[src/rtl/core/clnib_pkg.sv]
// shared types, codes and tables for the character display nibble interface
`default_nettype none

package clnib_pkg;

    localparam int QueueDepth = 4;
    localparam int QueuePtrW  = $clog2(QueueDepth);

    localparam logic [2:0] CMD_INIT  = 3'd0;
    localparam logic [2:0] CMD_CHAR  = 3'd1;
    localparam logic [2:0] CMD_CLEAR = 3'd2;
    localparam logic [2:0] CMD_LINE1 = 3'd3;
    localparam logic [2:0] CMD_LINE2 = 3'd4;
    localparam logic [2:0] CMD_RAW   = 3'd5;

    localparam logic [7:0] BYTE_CLEAR = 8'h01;
    localparam logic [7:0] BYTE_LINE1 = 8'h80;
    localparam logic [7:0] BYTE_LINE2 = 8'hC0;

    localparam logic [3:0] INIT_LAST_IDX = 4'd13;
    localparam logic [3:0] BYTE_LAST_IDX = 4'd1;
    localparam logic [3:0] WRAP_LAST_IDX = 4'd3;

    typedef enum logic [1:0] {
        JOB_INIT,
        JOB_BYTE,
        JOB_WRAP
    } t_job_kind;

    typedef struct packed {
        logic [2:0] command;
        logic [7:0] data_byte;
    } t_in_item;

    typedef struct packed {
        logic       register_select;
        logic [3:0] nibble;
        logic       last;
        logic [3:0] cursor_column;
        logic       cursor_row;
    } t_out_item;

    // one classified item waiting for the bus sequencer
    typedef struct packed {
        t_job_kind  kind;
        logic       rs;
        logic [7:0] first_byte;
        logic [7:0] wrap_byte;
        logic [3:0] column;
        logic       row;
    } t_job;

    // power-up sequence: four single nibbles, then five bytes as nibble pairs
    function automatic logic [3:0] init_nibble(input logic [3:0] idx);
        logic [3:0] nib;
        case (idx)
            4'd0:    nib = 4'h3;
            4'd1:    nib = 4'h3;
            4'd2:    nib = 4'h3;
            4'd3:    nib = 4'h2;
            4'd4:    nib = 4'h2;
            4'd5:    nib = 4'hC;
            4'd6:    nib = 4'h0;
            4'd7:    nib = 4'hC;
            4'd8:    nib = 4'h0;
            4'd9:    nib = 4'h6;
            4'd10:   nib = 4'h1;
            4'd11:   nib = 4'h4;
            4'd12:   nib = 4'h0;
            4'd13:   nib = 4'h1;
            default: nib = 4'h0;
        endcase
        return nib;
    endfunction

endpackage

`default_nettype wire

[src/rtl/core/clnib_front.sv]
// front end: accepts items, tracks the cursor and builds bus jobs
`default_nettype none

module clnib_front
    import clnib_pkg::*;
#(
    parameter int COLUMNS = 16
) (
    input  wire logic     i_clk,
    input  wire logic     i_rst_n,
    input  wire logic     i_in_valid,
    input  wire t_in_item i_in_item,
    output logic          o_in_stall,
    input  wire logic     i_full,
    output logic          o_push,
    output t_job          o_job
);

    localparam logic [3:0] LastCol = 4'(COLUMNS - 1);

    logic [3:0] r_col, n_col;
    logic       r_row, n_row;
    logic       accept;
    logic       known;

    assign o_in_stall = i_full;
    assign accept     = i_in_valid && !i_full;

    always_comb begin
        n_col            = r_col;
        n_row            = r_row;
        known            = 1'b1;
        o_job.kind       = JOB_BYTE;
        o_job.rs         = 1'b0;
        o_job.first_byte = i_in_item.data_byte;
        o_job.wrap_byte  = BYTE_LINE2;
        case (i_in_item.command)
            CMD_INIT: begin
                o_job.kind = JOB_INIT;
                n_col      = 4'd0;
                n_row      = 1'b0;
            end
            CMD_CHAR: begin
                o_job.rs = 1'b1;
                if (r_col == LastCol) begin
                    // wrap to column 0 of the other line
                    o_job.kind      = JOB_WRAP;
                    o_job.wrap_byte = r_row ? BYTE_LINE1 : BYTE_LINE2;
                    n_col           = 4'd0;
                    n_row           = !r_row;
                end else begin
                    n_col = r_col + 4'd1;
                end
            end
            CMD_CLEAR: begin
                o_job.first_byte = BYTE_CLEAR;
                n_col            = 4'd0;
                n_row            = 1'b0;
            end
            CMD_LINE1: begin
                o_job.first_byte = BYTE_LINE1;
                n_col            = 4'd0;
                n_row            = 1'b0;
            end
            CMD_LINE2: begin
                o_job.first_byte = BYTE_LINE2;
                n_col            = 4'd0;
                n_row            = 1'b1;
            end
            CMD_RAW: begin
                o_job.first_byte = i_in_item.data_byte;
            end
            default: begin
                known = 1'b0;
            end
        endcase
        o_job.column = n_col;
        o_job.row    = n_row;
    end

    // unknown codes are taken and dropped
    assign o_push = accept && known;

    always_ff @(posedge i_clk) begin
        if (!i_rst_n) begin
            r_col <= 4'd0;
            r_row <= 1'b0;
        end else if (o_push) begin
            r_col <= n_col;
            r_row <= n_row;
        end
    end

endmodule

`default_nettype wire

[src/rtl/core/clnib_queue.sv]
// short job queue between front end and bus sequencer
`default_nettype none

module clnib_queue
    import clnib_pkg::*;
(
    input  wire logic i_clk,
    input  wire logic i_rst_n,
    input  wire logic i_push,
    input  wire t_job i_job,
    output logic      o_full,
    input  wire logic i_pop,
    output logic      o_valid,
    output t_job      o_job
);

    localparam logic [QueuePtrW:0] Depth = (QueuePtrW + 1)'(QueueDepth);

    t_job                 r_mem [QueueDepth];
    logic [QueuePtrW-1:0] r_wr, r_rd;
    logic [QueuePtrW:0]   r_count;

    assign o_full  = (r_count == Depth);
    assign o_valid = (r_count != '0);
    assign o_job   = r_mem[r_rd];

    always_ff @(posedge i_clk) begin
        if (i_push) begin
            r_mem[r_wr] <= i_job;
        end
    end

    always_ff @(posedge i_clk) begin
        if (!i_rst_n) begin
            r_wr    <= '0;
            r_rd    <= '0;
            r_count <= '0;
        end else begin
            if (i_push) begin
                r_wr <= r_wr + 1'b1;
            end
            if (i_pop) begin
                r_rd <= r_rd + 1'b1;
            end
            case ({i_push, i_pop})
                2'b10:   r_count <= r_count + 1'b1;
                2'b01:   r_count <= r_count - 1'b1;
                default: r_count <= r_count;
            endcase
        end
    end

    a_no_overflow: assert property (@(posedge i_clk) disable iff (!i_rst_n)
        r_count <= Depth)
        else $error("job queue count above depth");

    a_push_grows: assert property (@(posedge i_clk) disable iff (!i_rst_n)
        i_push && !i_pop |=> r_count == $past(r_count) + 1'b1)
        else $error("job queue lost a push");

endmodule

`default_nettype wire

[src/rtl/core/clnib_back.sv]
// bus sequencer: walks each job one nibble at a time into the output register
`default_nettype none

module clnib_back
    import clnib_pkg::*;
(
    input  wire logic i_clk,
    input  wire logic i_rst_n,
    input  wire logic i_job_valid,
    input  wire t_job i_job,
    output logic      o_pop,
    output logic      o_out_valid,
    output t_out_item o_out_item,
    input  wire logic i_out_stall
);

    logic [3:0] r_idx, n_idx;
    logic       r_out_valid;
    t_out_item  r_out, n_out;
    logic       load;
    logic       is_last;
    logic [7:0] cur_byte;

    assign load = i_job_valid && (!r_out_valid || !i_out_stall);

    always_comb begin
        n_out.cursor_column = i_job.column;
        n_out.cursor_row    = i_job.row;
        // second byte of a wrap is the line move command
        if (i_job.kind == JOB_WRAP && r_idx[1]) begin
            cur_byte              = i_job.wrap_byte;
            n_out.register_select = 1'b0;
        end else begin
            cur_byte              = i_job.first_byte;
            n_out.register_select = i_job.rs;
        end
        case (i_job.kind)
            JOB_INIT: begin
                is_last               = (r_idx == INIT_LAST_IDX);
                n_out.register_select = 1'b0;
                n_out.nibble          = init_nibble(r_idx);
            end
            JOB_WRAP: begin
                is_last      = (r_idx == WRAP_LAST_IDX);
                n_out.nibble = r_idx[0] ? cur_byte[3:0] : cur_byte[7:4];
            end
            default: begin
                is_last      = (r_idx == BYTE_LAST_IDX);
                n_out.nibble = r_idx[0] ? cur_byte[3:0] : cur_byte[7:4];
            end
        endcase
        n_out.last = is_last;
        n_idx      = is_last ? 4'd0 : r_idx + 4'd1;
    end

    assign o_pop       = load && is_last;
    assign o_out_valid = r_out_valid;
    assign o_out_item  = r_out;

    always_ff @(posedge i_clk) begin
        if (!i_rst_n) begin
            r_idx       <= 4'd0;
            r_out_valid <= 1'b0;
        end else begin
            if (load) begin
                r_idx <= n_idx;
            end
            if (load) begin
                r_out_valid <= 1'b1;
            end else if (!i_out_stall) begin
                r_out_valid <= 1'b0;
            end
        end
    end

    always_ff @(posedge i_clk) begin
        if (load) begin
            r_out <= n_out;
        end
    end

    a_idle_at_start: assert property (@(posedge i_clk) disable iff (!i_rst_n)
        !i_job_valid |-> r_idx == 4'd0)
        else $error("nibble index left mid job with no job queued");

    a_last_rewinds: assert property (@(posedge i_clk) disable iff (!i_rst_n)
        load && is_last |=> r_idx == 4'd0 && r_out_valid && r_out.last)
        else $error("final nibble did not rewind the index");

endmodule

`default_nettype wire

[src/rtl/core/char_lcd_nibble_interface.sv]
// top level of the character display 4-bit bus interface
//
// Each accepted item becomes a run of 4-bit bus writes on the output channel,
// one per cycle while the output is not stalled: 2 for clear, line moves, raw
// commands and plain characters, 4 for a character in the last column (data
// plus the move to the other line), 14 for init. The input side takes one
// item per cycle as long as the four-entry job queue has room; the output
// register in the sequencer sets the unstalled rate at one nibble per cycle.
// Unused command codes are accepted and produce nothing. Cursor column and
// row in each result are the tracked position after that item.
`default_nettype none

module char_lcd_nibble_interface
    import clnib_pkg::*;
#(
    parameter int COLUMNS = 16
) (
    input  wire logic      i_clk,
    input  wire logic      i_rst_n,
    input  wire logic      i_in_valid,
    input  wire t_in_item  i_in_item,
    output logic           o_in_stall,
    output logic           o_out_valid,
    output t_out_item      o_out_item,
    input  wire logic      i_out_stall
);

    logic push, pop, full, job_valid;
    t_job push_job, head_job;

    clnib_front #(
        .COLUMNS (COLUMNS)
    ) u_front (
        .i_clk      (i_clk),
        .i_rst_n    (i_rst_n),
        .i_in_valid (i_in_valid),
        .i_in_item  (i_in_item),
        .o_in_stall (o_in_stall),
        .i_full     (full),
        .o_push     (push),
        .o_job      (push_job)
    );

    clnib_queue u_queue (
        .i_clk   (i_clk),
        .i_rst_n (i_rst_n),
        .i_push  (push),
        .i_job   (push_job),
        .o_full  (full),
        .i_pop   (pop),
        .o_valid (job_valid),
        .o_job   (head_job)
    );

    clnib_back u_back (
        .i_clk       (i_clk),
        .i_rst_n     (i_rst_n),
        .i_job_valid (job_valid),
        .i_job       (head_job),
        .o_pop       (pop),
        .o_out_valid (o_out_valid),
        .o_out_item  (o_out_item),
        .i_out_stall (i_out_stall)
    );

endmodule

`default_nettype wire

[config.mk]
export PLATFORM = sky130hd
export DESIGN_NAME = char_lcd_nibble_interface
export DESIGN_NICKNAME = d
export VERILOG_FILES = /design/src/rtl/core/clnib_pkg.sv /design/src/rtl/core/clnib_front.sv /design/src/rtl/core/clnib_queue.sv /design/src/rtl/core/clnib_back.sv /design/src/rtl/core/char_lcd_nibble_interface.sv
export SDC_FILE = /design/constraint.sdc
export NUM_CORES = 1
export LEC_CHECK = 0
export BUFFER_PORTS_ARGS = -buffer_cell sky130_fd_sc_hd__buf_2
export CORE_ASPECT_RATIO = 0.5
export CORE_MARGIN = 3
export CORE_UTILIZATION = 40
export DETAILED_ROUTE_END_ITERATION = 6
export PLACE_DENSITY = 0.64
export RECOVER_POWER = 50
export REMOVE_ABC_BUFFERS = 1
export SLEW_MARGIN = 40
export SYNTH_ARGS = -nofsm -noshare
export SYNTH_HDL_FRONTEND = slang
export SYNTH_SLANG_ARGS = --single-unit
[constraint.sdc]
create_clock -name i_clk -period 5.05 [get_ports i_clk]
set_input_delay 0.2525 -clock i_clk [delete_from_list [all_inputs] [get_ports i_clk]]
set_output_delay 0.2525 -clock i_clk [all_outputs]
set_load 0.1 [all_outputs]
==> results.tsv, run 1 <==
stage	metric	value	unit
synthesis	Synth Register Bits	102	
clock_tree	CTS HTree Levels	3	
drt	vias	2577	
clock_tree	clk root buf	clkbuf_16	
timing	final number of setup-violating endpoints	0	
worst_setup_path	critical path class	reg -> reg	
worst_setup_path	crit end category	flop	
clock_tree	cts repair resizes	0	
placed_design	dpl cells	475	
clock_tree	Clock Path Buffers	2	
worst_setup_path	critical path's most frequent cell	mux2i_1	
cells_and_area	layout cells sized above 1	0.182	
synthesis	ys async rst share	0	
cells_and_area	Util after Layout	0.477	
worst_setup_path	WP depth	10	
pwr	PD cells	477	mW/mm^2
drt	Final ANT Viol Nets	0	
drt	Iteration-0 DRC Markers	166	
timing	worst slew pin tran	1.19	ns
clock_tree	Reg clk slew, reported paths	0.06	ns
cells_and_area	Final Net Count	369	
die	row count	26	
synthesis	YS warnings	0	
global_route	total track usage	0.146	
clock_tree	buffer count from post-CTS setup fixing	0	
global_route	initial antenna violation count	0	
worst_setup_path	startpoint types	flop	
timing	Tmin final	3.17	ns
timing	fin. max-slew vios	0	
min_path	worst hold path type	in -> reg	
drt	routed vias/inst	5.25	
global_route	largest net degree at the start of global routing	22	
timing	hold slack	0.229	ns
placed_design	Post-DP HPWL	5680	um
clock_tree	clock sinks	102	
timing	final worst path period share	0.628	
worst_setup_path	Buf/Inv on CP	1	
die	Die Y	80.5	um
pwr	worst vdd ir	0.000220	V
timing	Final Hold Fails	0	
cells_and_area	Antenna diodes	0	
synthesis	register area share after synthesis	0.639	
worst_setup_path	reg2reg setup slack	1.88	ns
worst_setup_path	family with the most delay on the worst path	multiplexers	
synthesis	EDFF count, synth	79	
die	die area	0.0125	mm^2
cells_and_area	# fillers	912	
timing	setup TNS	0	ns
timing	Slew headroom	0.208	
die	Die Wd	155	um
cells_and_area	non-filler cells in the finished layout	491	
die	I/O pin total	28	
synthesis	Mapped Cells	316	
clock_tree	TritonCTS clock tree	yes	
worst_setup_path	crit-path max FO	18	
placed_design	Placer Congestion	0.827	
worst_setup_path	CP arrival	3.45	ns
worst_setup_path	WP data required	5.33	ns
pwr	Lkg Pwr	1.78	nW
global_route	grt total ovfl	0	
synthesis	Mapped Area	0.00443	mm^2
placed_design	PortBufs	27	
run	Max Cap Viol	0	
outcome	status	complete, no violations	
synthesis	dominant synthesized flop cell	edfxtp_1	
timing	RSZ-0062 raised after global routing	false	
die	Initial Utilization	0.422	
clock_tree	worst skew pair latency	0.35	ns
global_route	vias in the first global route	2579	
global_route	first-pass GRT wire length	13700	um
clock_tree	cts hold-fix bufs	0	
synthesis	Syn Area/Cell	14.0	um^2
worst_setup_path	Slowest-stage cell, CP	mux4_2	
worst_setup_path	worst setup path endpoint	u_queue.r_count[2]$_SDFFE_PN0P_	
drt	Routed WL	8550	um
worst_setup_path	CP Cell Sequence	buf_4 > mux4_2 > and3b_1 > a31o_1 > o211ai_2 > nor2_1 > fa_1 > and2_1 > mux2i_1 > mux2i_1	
die	area of the core	0.0105	mm^2
clock_tree	CTS Buf Count	9	
synthesis	Yosys cell types	50	
worst_setup_path	R2R depth	10	
timing	fmax	315	MHz
drt	DRC	0	
drt	Detailed Routing Iterations Pass 1	4	
cells_and_area	synth-to-layout area growth	13.1	%
worst_setup_path	RR Endpoint	u_queue.r_count[2]$_SDFFE_PN0P_	
worst_setup_path	max incr delay on CP	0.60	ns
drt	routed len/inst	17.4	um
timing	Worst Clk Skew	0.00606	ns
cells in the mapped netlist (all sizes together), types with 2 or more instances:
| library cell | instances | area (um^2) |
|---|---|---|
| nor2b | 9 | 56.3 |
| and3 | 3 | 18.8 |
| a31oi | 3 | 18.8 |
| edfxtp | 79 | 2370 |
| o21ai | 12 | 60.1 |
| nor2 | 24 | 90.1 |
| or3 | 4 | 25.0 |
| inv | 9 | 33.8 |
| a22o | 3 | 26.3 |
| nor3 | 2 | 10.0 |
| a31o | 2 | 17.5 |
| o2111ai | 3 | 26.3 |
| mux2i | 9 | 90.1 |
| dfxtp | 23 | 460 |
| a22oi | 2 | 15.0 |
| o211ai | 2 | 20.0 |
| buf | 6 | 40.0 |
| ha | 7 | 87.6 |
| o31ai | 2 | 15.0 |
| nand2 | 34 | 128 |
| clkbuf | 7 | 26.3 |
| nand3 | 3 | 15.0 |
| nand2b | 5 | 31.3 |
| mux4 | 17 | 383 |
| mux2 | 2 | 22.5 |
| and2 | 13 | 81.3 |
| xnor2 | 5 | 43.8 |
| a21oi | 9 | 48.8 |
worst min-delay path by stage:
stage / startpoint / end / slack [ns] / depth (start not counted)
finish: i_out_stall / u_back.o_out_valid$_SDFFE_PN0P_ / 0.23 / 3
global route: i_out_stall / u_back.o_out_valid$_SDFFE_PN0P_ / 0.26 / 3
CTS: i_out_stall / u_back.o_out_valid$_SDFFE_PN0P_ / 0.21 / 3
detailed placement: u_front.r_col[3]$_SDFFE_PN0P_ / u_front.r_col[3]$_SDFFE_PN0P_ / 0.50 / 2
global placement: u_queue.r_count[2]$_SDFFE_PN0P_ / u_queue.r_count[2]$_SDFFE_PN0P_ / 0.48 / 2
floorplan: i_rst_n / u_back.r_idx[0]$_SDFFE_PN0P_ / 0.38 / 2
sequential cells by signal, indices dropped and copies added (netlist names), named ones only:
signal	count
u_back.o_out_item	11
u_back.o_out_valid	1
u_queue.r_count	3
u_queue.r_rd	2
u_queue.r_mem	68
u_queue.r_wr	2
u_back.r_idx	4
u_front.r_row	1
u_front.r_col	4
stage by stage:
| stage | area (um^2) | power (W) | setup WS, ns |
|---|---|---|---|
| after floorplan | 4370 | 0.00156 | 0.479 |
| after global placement | 4720 | 0.00169 | 1.96 |
| after detailed placement | 4720 | 0.00171 | 1.86 |
| after CTS | 5040 | 0.00243 | 1.84 |
| after global routing | 5020 | 0.00250 | 1.59 |
| final | 5020 | 0.00239 | 1.88 |
report_power, final:
part / total [W] / internal (W) / switching (W)
logic: 0.000614 / 0.000150 / 0.000464
registers: 0.00106 / 0.00101 / 0.0000532
clock network: 0.000719 / 0.000416 / 0.000302
cell usage in the layout (no fill, tap or decap), types with 4 or more instances in the layout:
cell type / Yosys / layout
nand2b_1: 5 / 5
a21oi_1: 8 / 8
buf_4: 0 / 4
o21ai_0: 12 / 12
clkbuf_16: 0 / 9
buf_2: 2 / 14
nor2_1: 24 / 24
and2_2: 0 / 4
ha_1: 7 / 7
xnor2_1: 5 / 5
edfxtp_1: 79 / 79
or3_1: 4 / 4
inv_1: 9 / 9
mux2i_1: 9 / 9
and2_1: 13 / 4
and2_0: 0 / 5
mux4_2: 17 / 17
nand2_1: 34 / 34
clkbuf_1: 7 / 14
dfxtp_1: 23 / 23
nor2b_1: 9 / 9
final cells by class:
class,count,area [um^2],share of cell area
Sequential cell,102,2830,0.565
Multi-Input combinational cell,191,1500,0.300
Inverter,10,37.5,0.00748
Timing Repair Buffer,32,153,0.0304
Tap cell,140,175,0.0349
Clock inverter,5,63.8,0.0127
Clock buffer,11,253,0.0504
tightest hold or removal path: cells and delay by family:
| kind | cells | cell delay [ns] |
|---|---|---|
| AO/OA/AOI/OAI | 1 | 0.06 |
| buffers and inverters | 1 | 0.11 |
| AND/OR/NAND/NOR | 1 | 0.09 |
cell families after synthesis:
| family | Yosys count | share of synthesized area |
|---|---|---|
| multiplexers | 28 | 0.112 |
| AND/OR/NAND/NOR | 104 | 0.118 |
| flip-flops | 102 | 0.639 |
| XOR/XNOR | 6 | 0.0135 |
| AO/OA/AOI/OAI | 45 | 0.0700 |
| adder cells (fa/ha/maj) | 8 | 0.0243 |
| buffers and inverters | 23 | 0.0234 |
per-layer routing:
metal  global-route usage  wire (um)  share of wire  vias to the layer above
met5                    0          0              0                        -
li1                     -          -              -                     1238
met4               0.0291         38         0.0044                        0
met3               0.0544        421          0.049                        5
met1                0.201       4180           0.49                     1288
met2                0.224       3910           0.46                       46
(Power assumes the default switching activity.)
==> run 2: changes to the inputs <==
==> constraint.sdc (replaced) <==
create_clock -name i_clk -period 3.3 [get_ports i_clk]
set_input_delay 0.165 -clock i_clk [delete_from_list [all_inputs] [get_ports i_clk]]
set_output_delay 0.165 -clock i_clk [all_outputs]
set_load 0.1 [all_outputs]
==> run 2 against run 1 <==
  * Non-clock buffer count up 6
  * Maximum frequency is 19% higher
  * Critical path depth decreased by 1
  * First-iteration DRC count is 16% lower
  * Largest power group unchanged
==> results.tsv, run 2 (synthesis results as in run 1) <==
stage	metric	value	unit
drt	Detailed Routing Iterations Pass 1	4	
placed_design	dpl ws	0.735	ns
worst_setup_path	reg2reg start	u_queue.r_count[0]$_SDFFE_PN0P_	
worst_setup_path	startpoint types	flop	
cells_and_area	most frequent cells in the layout	79 x edfxtp_1, 34 x nand2_1, 24 x nor2_1, 23 x dfxtp_1, 17 x mux4_2	
timing	final worst path period share	0.805	
run	Max Cap Viol	0	
cells_and_area	layout cells sized above 1	0.182	
timing	final setup margin	0.643	ns
global_route	first-pass GRT wire length	14000	um
placed_design	PortBufs	27	
drt	routed vias/inst	5.24	
worst_setup_path	critical path class	reg -> reg	
clock_tree	CTS Buf Count	9	
worst_setup_path	R2R depth	9	
drt	Final ANT Viol Nets	0	
clock_tree	clock sinks	102	
die	die area	0.0125	mm^2
clock_tree	clk root buf	clkbuf_16	
cells_and_area	Antenna diodes	0	
die	Die Wd	155	um
drt	DRC	0	
placed_design	Post-DP HPWL	5880	um
clock_tree	Reg clk slew, reported paths	0.07	ns
clock_tree	Clock Path Buffers	2	
worst_setup_path	CP arrival	2.93	ns
timing	Slew headroom	0.210	
timing	final number of setup-violating endpoints	0	
pwr	Tot Pwr	0.00358	W
worst_setup_path	crit end category	flop	
die	Initial Utilization	0.422	
worst_setup_path	worst setup path endpoint	u_queue.r_count[2]$_SDFFE_PN0P_	
cells_and_area	commonest non-fill, non-tap cell in the layout	edfxtp_1	
drt	Iteration-0 DRC Markers	140	
timing	RSZ-0062 raised after global routing	false	
timing	Tmin final	2.66	ns
timing	Final Hold Fails	0	
worst_setup_path	Critical Path Start	u_queue.r_count[0]$_SDFFE_PN0P_	
global_route	total track usage	0.149	
clock_tree	cts hold-fix bufs	0	
drt	vias	2603	
placed_design	Placer Congestion	0.840	
pwr	worst vdd ir	0.000260	V
global_route	vias in the first global route	2619	
die	area of the core	0.0105	mm^2
cells_and_area	max reg flops	68	
cells_and_area	Top reg by flops	u_queue.r_mem	
timing	fin. max-slew vios	0	
worst_setup_path	WP data required	3.58	ns
die	I/O pin total	28	
timing	worst slew pin tran	1.19	ns
pwr	Lkg Pwr	1.79	nW
die	row count	26	
worst_setup_path	RR Endpoint	u_queue.r_count[2]$_SDFFE_PN0P_	
clock_tree	CTS HTree Levels	3	
clock_tree	cts repair resizes	0	
drt	Routed WL	8750	um
global_route	grt total ovfl	0	
clock_tree	buffer count from post-CTS setup fixing	0	
timing	Worst Clk Skew	0.00752	ns
global_route	largest net degree at the start of global routing	20	
clock_tree	TritonCTS clock tree	yes	
worst_setup_path	reg2reg setup slack	0.64	ns
worst_setup_path	crit-path max FO	19	
global_route	initial antenna violation count	0	
cells_and_area	Final Net Count	375	
cells_and_area	synth-to-layout area growth	13.2	%
die	Die Y	80.5	um
min_path	worst hold path type	in -> reg	
outcome	status	complete, no violations	
clock_tree	worst skew pair latency	0.35	ns
drt	routed len/inst	17.6	um
pwr	PD cells	713	mW/mm^2
timing	fmax	376	MHz
==> run 2: cell types whose count changed in the layout (fill, tap and decap cells not counted), sizes merged <==
cell	before	now
inv	12	11
clkinv	1	3
clkinvlp	1	2
buf	18	23
bufinv	1	0
==> run 2: cell type report <==
type                       instances  area [um^2]
fill                             895         5490
timing repair buffer              38          196
sequential                       102         2830
clock inverter                     6         42.5
inverter                          10         37.5
multi-input combinational        191         1500
clock buffer                      10          239
tap                              140          175
==> run 2: worst min path at each step <==
stage                                           end  slack, ns  cells past startpoint                             from
finish              u_back.o_out_valid$_SDFFE_PN0P_       0.17                      3                      i_out_stall
global route          u_front.r_col[2]$_SDFFE_PN0P_       0.20                      2                          i_rst_n
CTS                 u_back.o_out_valid$_SDFFE_PN0P_       0.15                      3                      i_out_stall
detailed placement   u_back.o_out_item[9]$_DFFE_PP_       0.50                      2                             flop
global placement    u_queue.r_count[2]$_SDFFE_PN0P_       0.49                      2  u_queue.r_count[2]$_SDFFE_PN0P_
floorplan              u_back.r_idx[0]$_SDFFE_PN0P_       0.29                      2                          i_rst_n
==> run 2: power breakdown <==
group / total [W] / switching (W) / internal, W / leakage, nW
sequential: 0.00160 / 0.0000579 / 0.00154 / 0.929
clock: 0.000995 / 0.000460 / 0.000534 / 0.135
combinational: 0.000984 / 0.000742 / 0.000242 / 0.726
==> run 2: per-layer routing <==
| layer | track usage | wire length (um) | share of wire |
|---|---|---|---|
| met1 | 0.203 | 4140 | 0.47 |
| met2 | 0.234 | 4020 | 0.46 |
| met3 | 0.0457 | 526 | 0.060 |
| met4 | 0.0396 | 63 | 0.0072 |
| met5 | 0 | 0 | 0 |
==> run 2: through the flow <==
| step | instance area (um^2) | hold WS, ns | utilization | cells | setup TNS [ns] |
|---|---|---|---|---|---|
| after floorplan | 4370 | 0.288 | - | 303 | -93.35 |
| after global placement | 4760 | 0.489 | 0.453 | 481 | 0 |
| after detailed placement | 4760 | 0.503 | 0.453 | 481 | 0 |
| after CTS | 5040 | 0.148 | 0.480 | 497 | 0 |
| after global routing | 5020 | 0.202 | 0.478 | 497 | 0 |
| final | 5020 | 0.171 | 0.478 | 497 | 0 |
==> run 2: critical path, stage by stage (launching register included) <==
cell	delay [ns]
dfxtp_1	0.45
nor3_1	0.14
a21oi_2	0.11
clkbuf_1	0.86
o211ai_2	0.19
nor2_1	0.18
fa_1	0.21
nor2_1	0.06
mux2i_1	0.18
mux2i_1	0.19
==> run 3: changes to the inputs <==
--- a/config.mk
+++ b/config.mk
@@ -10,7 +10,7 @@
 export CORE_MARGIN = 3
 export CORE_UTILIZATION = 40
 export DETAILED_ROUTE_END_ITERATION = 6
-export PLACE_DENSITY = 0.64
+export PLACE_DENSITY = 0.67
 export RECOVER_POWER = 50
 export REMOVE_ABC_BUFFERS = 1
 export SLEW_MARGIN = 40
==> constraint.sdc (replaced) <==
create_clock -name i_clk -period 2.3 [get_ports i_clk]
set_input_delay 0.115 -clock i_clk [delete_from_list [all_inputs] [get_ports i_clk]]
set_output_delay 0.115 -clock i_clk [all_outputs]
set_load 0.1 [all_outputs]
==> run 3 against run 2 <==
  * The flow now finishes with violations (negative setup slack)
  * Sequential share of layout area down 1.5 points
  * Clock power grew 40%
  * Die area unchanged
  * Hold slack got worse by 0.088 ns
  * Via count grew 4.1%
  * Non-clock buffer count grew 17
==> results.tsv, run 3 (synthesis results as in run 1) <==
stage	metric	value	unit
timing	Final Hold Fails	0	
clock_tree	cts hold-fix bufs	0	
clock_tree	clock sinks	102	
cells_and_area	max reg flops	68	
outcome	failing checks	negative setup slack	
timing	Tmin final	2.48	ns
cells_and_area	Antenna diodes	0	
cells_and_area	most frequent cells in the layout	79 x edfxtp_1, 34 x nand2_1, 25 x buf_4, 23 x nor2_1, 22 x dfxtp_1	
die	die area	0.0125	mm^2
drt	DRC	0	
clock_tree	clk root buf	clkbuf_16	
clock_tree	CTS Buf Count	9	
outcome	status	complete, but fails checks	
die	Initial Utilization	0.422	
drt	routed vias/inst	5.28	
die	I/O pin total	28	
cells_and_area	# fillers	913	
cells_and_area	final instance area	0.00516	mm^2
die	Die Y	80.5	um
cells_and_area	commonest non-fill, non-tap cell in the layout	edfxtp_1	
timing	hold slack	0.0831	ns
worst_setup_path	CP arrival	2.76	ns
worst_setup_path	critical path class	reg -> reg	
timing	RSZ-0062 raised after global routing	true	
worst_setup_path	crit-path max FO	2	
timing	Worst Clk Skew	0.00839	ns
cells_and_area	synth-to-layout area growth	16.4	%
worst_setup_path	R2R depth	9	
pwr	Lkg Pwr	1.87	nW
placed_design	placed standard-cell area	0.00487	mm^2
worst_setup_path	crit end category	flop	
timing	final number of setup-violating endpoints	3	
clock_tree	CTS HTree Levels	3	
placed_design	PortBufs	27	
pwr	PD cells	1000	mW/mm^2
worst_setup_path	RR Endpoint	u_queue.r_count[2]$_SDFFE_PN0P_	
cells_and_area	Top reg by flops	u_queue.r_mem	
timing	worst slew pin tran	1.19	ns
worst_setup_path	startpoint types	flop	
drt	vias	2711	
drt	Routed WL	9100	um
drt	Final ANT Viol Nets	0	
run	Max Cap Viol	0	
global_route	grt total ovfl	0	
timing	final setup margin	-0.177	ns
timing	Slew headroom	0.209	
timing	final worst path period share	1.08	
drt	Iteration-0 DRC Markers	186	
global_route	first-pass GRT wire length	14700	um
timing	fmax	404	MHz
clock_tree	Reg clk slew, reported paths	0.07	ns
worst_setup_path	reg2reg setup slack	-0.18	ns
worst_setup_path	WP data required	2.59	ns
worst_setup_path	worst setup path endpoint	u_queue.r_count[2]$_SDFFE_PN0P_	
global_route	largest net degree at the start of global routing	19	
die	row count	26	
clock_tree	Clock Path Buffers	2	
timing	fin. max-slew vios	0	
drt	routed len/inst	17.7	um
worst_setup_path	Critical Path Start	u_queue.r_mem[3][22]$_DFFE_PP_	
pwr	worst vdd ir	0.000396	V
cells_and_area	Final Net Count	392	
min_path	worst hold path type	in -> reg	
placed_design	Placer Congestion	0.807	
clock_tree	TritonCTS clock tree	yes	
placed_design	Post-DP HPWL	6100	um
global_route	vias in the first global route	2882	
drt	Detailed Routing Iterations Pass 1	4	
clock_tree	worst skew pair latency	0.35	ns
die	Die Wd	155	um
timing	setup TNS	-0.219	ns
die	area of the core	0.0105	mm^2
global_route	total track usage	0.157	
worst_setup_path	reg2reg start	u_queue.r_mem[3][22]$_DFFE_PP_	
cells_and_area	layout cells sized above 1	0.233	
global_route	initial antenna violation count	0	
## run 3: cell count changes in the layout (fill, tap and decap cells not counted), sizes merged
| cell | delta |
|---|---|
| buf | +19 |
| clkbuf | -2 |
| clkinvlp | -1 |
## run 3: stage by stage
step	setup slack (ns)	std cells	power, W	util
final	-0.177	513	0.00516	0.491
after global routing	-0.288	513	0.00538	0.491
after CTS	-0.165	512	0.00521	0.490
after detailed placement	-0.215	496	0.00381	0.464
after global placement	-0.0696	496	0.00378	0.464
after floorplan	-2.27	303	0.00344	-
## run 3: area by class of cell
class	instances	area [um^2]	share of cell area
Sequential cell	102	2830	0.549
Tap cell	140	175	0.0339
Timing Repair Buffer	55	335	0.0650
Clock buffer	10	229	0.0444
Inverter	10	37.5	0.00727
Clock inverter	5	35.0	0.00679
Multi-Input combinational cell	191	1510	0.293
## run 3: how the worst min path moves through the flow
stage,start,end,depth (start not counted)
after detailed placement,i_out_stall,u_back.o_out_valid$_SDFFE_PN0P_,3
after floorplan,i_rst_n,u_back.r_idx[0]$_SDFFE_PN0P_,2
after global placement,i_out_stall,u_back.o_out_valid$_SDFFE_PN0P_,3
after global routing,i_out_stall,u_back.o_out_valid$_SDFFE_PN0P_,3
after CTS,i_out_stall,u_back.o_out_valid$_SDFFE_PN0P_,3
final,i_out_stall,u_back.o_out_valid$_SDFFE_PN0P_,3
## run 3: critical path, cell delays in order (launching register included)
cell	delay, ns
edfxtp_1	0.41
mux4_2	0.50
and3b_1	0.18
a31o_1	0.21
o211ai_2	0.22
nor2_2	0.07
fa_2	0.35
and2_4	0.16
mux2i_4	0.14
mux2i_1	0.18
## run 3: where the power goes
group / internal (W) / switching [W]
registers: 0.00221 / 0.0000766
clock network: 0.000732 / 0.000663
logic: 0.000398 / 0.00109
total: 0.00334 / 0.00183
## run 3: per-layer routing
metal	vias to the layer above	routed length, um	global-route usage
met1	1338	4130	0.202
met3	13	528	0.0490
met2	75	4340	0.245
met4	0	106	0.0696
met5	-	0	0
li1	1285	-	-
## run 3: what timing repair did
action	CTS	global route
buffers inserted	1	2
setup endpoints to repair	5	8
pin swaps	0	2
resized for setup	3	5
